## src/rtl/assert_macros.svh

```systemverilog
// ----------------------------------------------------------------------------
// assertion helper macros for the constant weight encoder
// ----------------------------------------------------------------------------
`ifndef ASSERT_MACROS_SVH
`define ASSERT_MACROS_SVH

// property checked on every clock edge outside reset
`define CWE_ASSERT(label, prop, msg) \
  label: assert property (@(posedge clk) disable iff (!rst_n) (prop)) \
    else $error(msg);

// antecedent in this cycle implies consequent in the next
`define CWE_ASSERT_NEXT(label, ante, cons, msg) \
  label: assert property (@(posedge clk) disable iff (!rst_n) (ante) |=> (cons)) \
    else $error(msg);

`endif

```

## src/rtl/cwe_pkg.sv

```systemverilog
// ----------------------------------------------------------------------------
// cwe_pkg
// shared constants, register codes and controller/datapath handshake types
// ----------------------------------------------------------------------------
`timescale 1ns / 1ps

package cwe_pkg;

  localparam int MAX_LENGTH_DEF = 64;
  localparam int DATA_W         = 64;
  localparam int CFG_W          = 7;
  localparam int CFG_AW         = 1;

  localparam logic [CFG_AW-1:0] REG_CODE_LENGTH = 1'b0;
  localparam logic [CFG_AW-1:0] REG_WEIGHT      = 1'b1;

  localparam logic [CFG_W-1:0] CODE_LENGTH_RST = 7'd64;
  localparam logic [CFG_W-1:0] WEIGHT_RST      = 7'd2;

  typedef struct packed {
    logic fill;
    logic load;
    logic check;
    logic step;
    logic emit;
  } cwe_cmd_t;

  typedef struct packed {
    logic fill_done;
    logic ovf;
    logic trivial;
    logic last;
    logic out_free;
  } cwe_stat_t;

endpackage

```

## src/rtl/cwe_ctrl.sv

```systemverilog
// ----------------------------------------------------------------------------
// cwe_ctrl
// sequencer: table fill after reset, then accept, range check, one bit
// position per cycle, and hand-off to the output register
// ----------------------------------------------------------------------------
`timescale 1ns / 1ps

`include "assert_macros.svh"

module cwe_ctrl (
  input  logic                clk,
  input  logic                rst_n,
  input  logic                in_valid,
  output logic                in_ready,
  input  cwe_pkg::cwe_stat_t  stat,
  output cwe_pkg::cwe_cmd_t   cmd
);
  import cwe_pkg::*;

  typedef enum logic [2:0] {
    S_FILL,
    S_IDLE,
    S_CHECK,
    S_RUN,
    S_DONE
  } state_t;

  state_t state_r, state_nxt;
  logic   in_ready_r;

  assign in_ready = in_ready_r;

  always_comb begin
    cmd       = '0;
    cmd.fill  = (state_r == S_FILL);
    cmd.load  = in_valid && in_ready_r;
    cmd.check = (state_r == S_CHECK);
    cmd.step  = (state_r == S_RUN);
    cmd.emit  = (state_r == S_DONE) && stat.out_free;
  end

  always_comb begin
    state_nxt = state_r;
    unique case (state_r)
      S_FILL: begin
        if (stat.fill_done) state_nxt = S_IDLE;
      end
      S_IDLE: begin
        if (cmd.load) state_nxt = S_CHECK;
      end
      S_CHECK: begin
        if (stat.ovf || stat.trivial) state_nxt = S_DONE;
        else                          state_nxt = S_RUN;
      end
      S_RUN: begin
        if (stat.last) state_nxt = S_DONE;
      end
      S_DONE: begin
        if (stat.out_free) state_nxt = S_IDLE;
      end
      default: state_nxt = S_FILL;
    endcase
  end

  always_ff @(posedge clk) begin
    if (!rst_n) begin
      state_r    <= S_FILL;
      in_ready_r <= 1'b0;
    end else begin
      state_r    <= state_nxt;
      in_ready_r <= (state_nxt == S_IDLE);
    end
  end

  `CWE_ASSERT(a_ready_idle, in_ready_r |-> (state_r == S_IDLE), "ready outside idle")
  `CWE_ASSERT_NEXT(a_run_exit, state_r == S_RUN, (state_r == S_RUN) || (state_r == S_DONE),
                   "run left to a state other than done")
  `CWE_ASSERT_NEXT(a_fill_once, state_r != S_FILL, state_r != S_FILL, "table fill re-entered")

endmodule

```

## config.mk

```make
export PLATFORM = sky130hd
export DESIGN_NAME = cwe_ctrl
export DESIGN_NICKNAME = d
export VERILOG_FILES = /design/src/rtl/cwe_pkg.sv /design/src/rtl/cwe_ctrl.sv
export VERILOG_INCLUDE_DIRS = /design/src /design/src/rtl
export SDC_FILE = /design/constraint.sdc
export NUM_CORES = 1
export LEC_CHECK = 0
export BUFFER_PORTS_ARGS = -buffer_cell sky130_fd_sc_hd__clkbuf_2
export CAP_MARGIN = 40
export CORE_AREA = 2 2 39 41
export DETAILED_ROUTE_END_ITERATION = 10
export DIE_AREA = 0 0 41 43
export MAX_ROUTING_LAYER = met4
export SETUP_SLACK_MARGIN = 0.05
export SLEW_MARGIN = 20
export SYNTH_ARGS = -nofsm -noshare
export SYNTH_HDL_FRONTEND = slang
export SYNTH_SLANG_ARGS = --single-unit
```

## constraint.sdc

```tcl
create_clock -name clk -period 1.9 [get_ports clk]
set_input_delay 0.095 -clock clk [delete_from_list [all_inputs] [get_ports clk]]
set_output_delay 0.095 -clock clk [all_outputs]
set_load 0.02 [all_outputs]
```

# Word-level counts from Yosys, hierarchy flattened
# Index checks and enable logic that the tools add are counted.
dict set report classes {
  n_eq_ne 5
  n_mux 6
  n_reduce_logical 4
}
# cell n
set op_table {}
lappend op_table {{2-to-1 mux 3 bit} 5}
lappend op_table {{case mux 3 bit (5 select lines)} 1}
lappend op_table {{== test 3 x 1 -> 1 bit, second input constant} 2}
lappend op_table {{== test 3 x 2 -> 1 bit, second input constant} 2}
lappend op_table {{== test 3 bit, second input constant} 1}
lappend op_table {{logical NOT 3 bit} 1}
lappend op_table {{logical AND 1 bit} 2}
lappend op_table {{logical OR 1 bit} 1}
dict set report word_totals {
  regBits 4
  in_bits 8
  output_inout_bits 6
  word_cells 17
}

# Depth between registers and ports, before layout
dict set report depth {
  ltp_word 4
  mapped_depth 4
  mapped_depth_nobuf 3
}

# Least setup slack after synthesis
# OpenSTA, ideal clock, no wires.
dict set report synth_timing {
  path_type {register to output}
  from {reg state_r[0]}
  to {out cmd[4] (netlist bit)}
  setup_slack_ns 0.895
  stages_incl_launch_ff 3
  arrival_time_ns 0.910
  path_buffers 1
  required_ns 1.805
  cell_sequence {dfxtp_1 -> buf_6 -> nor3_1}
}
# element line
set synth_lines {}
lappend synth_lines {{start: declaration} cwe_ctrl.sv:28} ;# state_t state_r, state_nxt;
lappend synth_lines {{start signal: assignment} cwe_ctrl.sv:70} ;# state_r <= state_nxt;
lappend synth_lines {{end: declaration} cwe_ctrl.sv:16} ;# output cwe_pkg::cwe_cmd_t cmd

==> results.ini <==
[setup_path]
reg2reg_setup_slack_ns = 0.77
cp.required_ns = 1.80
worstPathMaxFanout = 9
crit_type = flip-flop to output port
worstReg2RegStart = state_r[0]
rr_endpoint = state_r[2]
reg2regPathDepth = 3
end_kind = output port
worst_ep_arrival_time_ns = 1.19
critPathLaunch = state_r[0]
cp-endpoint = cmd[0]
cp-start-kind = flip-flop

[cells_and_area]
nets = 58
fill_cells = 160
mostFrequentLayoutCells = clkbuf_2, dfxtp_1, clkbuf_4
layout_commonest_cell = clkbuf_2
drive_gt1_frac = 0.438
num_antenna_cells = 0
area_growth_pct = 34.1
fin_util = 0.274

[floorplan]
io_pins = 14
start_util = 0.204
die_area_um2 = 1760
fp-row-count = 14
die_x_um = 41
coreArea_um2 = 1380
die_h_um = 43

[outcome]
status = finished clean

[global_routing]
grt_pass1_vias = 279
antenna_found_initial = 0
track_usage = 0.0917
grt_max_degree = 10
grt_overflow_total = 0
grt_first_pass_wirelength_mm = 1.08

[clock_tree]
ctsHoldBuffers = 0
cts_num_sinks = 4
cts_made_buffers = 3
cts_setup_buffers = 0
cts_repair_resize_count = 0
htreeDepth = 1
clock_latency_ns = 0.23
cts_tree = done
clockBufferDepth = 2
path_clk_slew_ns = 0.04
root_buffer = clkbuf_4

[timing]
setup_violations = 0
setup_tns_ns = 0
worst_pin_slew_ns = 0.366
fin_crit_ns = 1.29
finalMaxSlewViolations = 0
fin_crit_sh = 0.678
fmax_ghz = 0.776
hold_viol = 0
rsz0062_at_grt = no
clock_skew_ns = 0.00119
relSlewSlack = 0.756

[yosys]
synthAdderAreaFrac = 0
ys_seq_area_frac = 0.283
synthSimpleGateAreaFrac = 0.376
synth_top_family_by_area = simple AND/OR/NAND/NOR gates
netlist_area_um2 = 283
synth_nets = 41
synth_cell_type_count = 25
muxShareOfSynthArea = 0
synthXorXnorAreaFrac = 0
yosys_register_bits = 4
synth-compound-area-share = 0.274
ys_warn_count = 0
syn_inst = 33
syn_avg_cell_area_um2 = 8.57

[detailed_routing]
vias = 290
first_iter_violations = 5
ant_nets = 0
dr.pass1.iters = 3
remaining_drc_errors = 0
wl_per_cell_um = 10.2
routed_via_density = 4.53
wl_um = 651

[min_path]
hold_path.class = input port to flip-flop

[power_and_ir_drop]
cellInternalPower_mw = 0.198
p_clk_frac = 0.352
power_mw = 0.288
switching_share = 0.311
vdd_drop_max_uv = 377
combinationalPowerShare = 0.273
p_leak_nw = 0.174
cellPowerDensity_nw_per_um2 = 760
sequentialPowerShare = 0.374
p_sw_mw = 0.0896

[run]
maxCapViolCount = 0

[place]
dp_hpwl_um = 539
port_buffers = 13
gp_congestion = 0.743

## critical path: stages, from the launching register on
cell      delay (ns)
dfxtp_1         0.53
nor2_4          0.09
and3_1          0.20
clkbuf_2        0.15
## power by group through the flow
stage / Sequential, mW / Combinational [mW] / Clock, mW
after global placement: 0.108 / 0.0792 / 0
after detailed placement: 0.109 / 0.0802 / 0
after global routing: 0.110 / 0.0885 / 0.115
after CTS: 0.108 / 0.0803 / 0.109
after floorplan: 0.103 / 0.0662 / 0
final: 0.108 / 0.0788 / 0.101
## area by class of cell
type                    instances  area, um^2  area share
multi-input cells              26         184       0.485
flip-flops and latches          4        80.1       0.211
repair buffers                 13        65.1       0.172
clock buffers                   3        22.5      0.0594
well taps                      16        20.0      0.0528
inverters                       2        7.51      0.0198
## worst min path at each step
stage | to | depth (start not counted) | slack [ns] | from
final | state_r[2] | 2 | 0.13 | rst_n
after CTS | state_r[2] | 2 | 0.13 | rst_n
after detailed placement | state_r[2] | 2 | 0.38 | rst_n
after global placement | state_r[2] | 2 | 0.38 | rst_n
after global routing | state_r[2] | 2 | 0.14 | rst_n
after floorplan | state_r[2] | 1 | 0.21 | rst_n
## state kept, by name, indices dropped and copies added (netlist names)
signal / count
state_r: 3
in_ready: 1
## layer usage
metal	track usage	vias to the layer above	wire [um]
li1	-	153	-
met1	0.110	129	337
met2	0.125	8	284
met3	0.0471	0	29
met4	0.0400	0	0
met5	-	-	0
## cells in the mapped netlist, drive strengths merged
cell     n  area [um^2]
nand4    1         6.26
nor4b    2         23.8
a22oi    2         20.0
o211ai   1         7.51
nor2b    1         6.26
o2111ai  1         8.76
dfxtp    4         80.1
a21o     1         8.76
inv      2         7.51
a21boi   1         7.51
o21bai   1         7.51
o21a     1         7.51
nand2b   2         15.0
nand2    2         7.51
nand3    2         10.0
buf      1         11.3
a21oi    2         10.0
and2b    1         7.51
nor3     1         5.00
nor2     3         18.8
and3     1         6.26
## stage by stage
step | cells | hold slack [ns] | cell area, um^2 | worst slack [ns]
2_1_floorplan | 33 | 0.213 | 283 | 0.895
3_3_place_gp | 61 | 0.376 | 357 | 0.825
3_5_place_dp | 61 | 0.377 | 357 | 0.778
4_1_cts | 64 | 0.128 | 379 | 0.607
5_1_grt | 64 | 0.139 | 379 | 0.556
6_report | 64 | 0.133 | 379 | 0.612
## kinds of logic (layout without fill, tap and decap cells)
kind of cell | Yosys count | count (layout)
AO/OA/AOI/OAI | 10 | 10
AND/OR/NAND/NOR | 16 | 16
flip-flops | 4 | 4
buffers and inverters | 3 | 18
No activity file was read; power rests on OpenSTA's default activity.
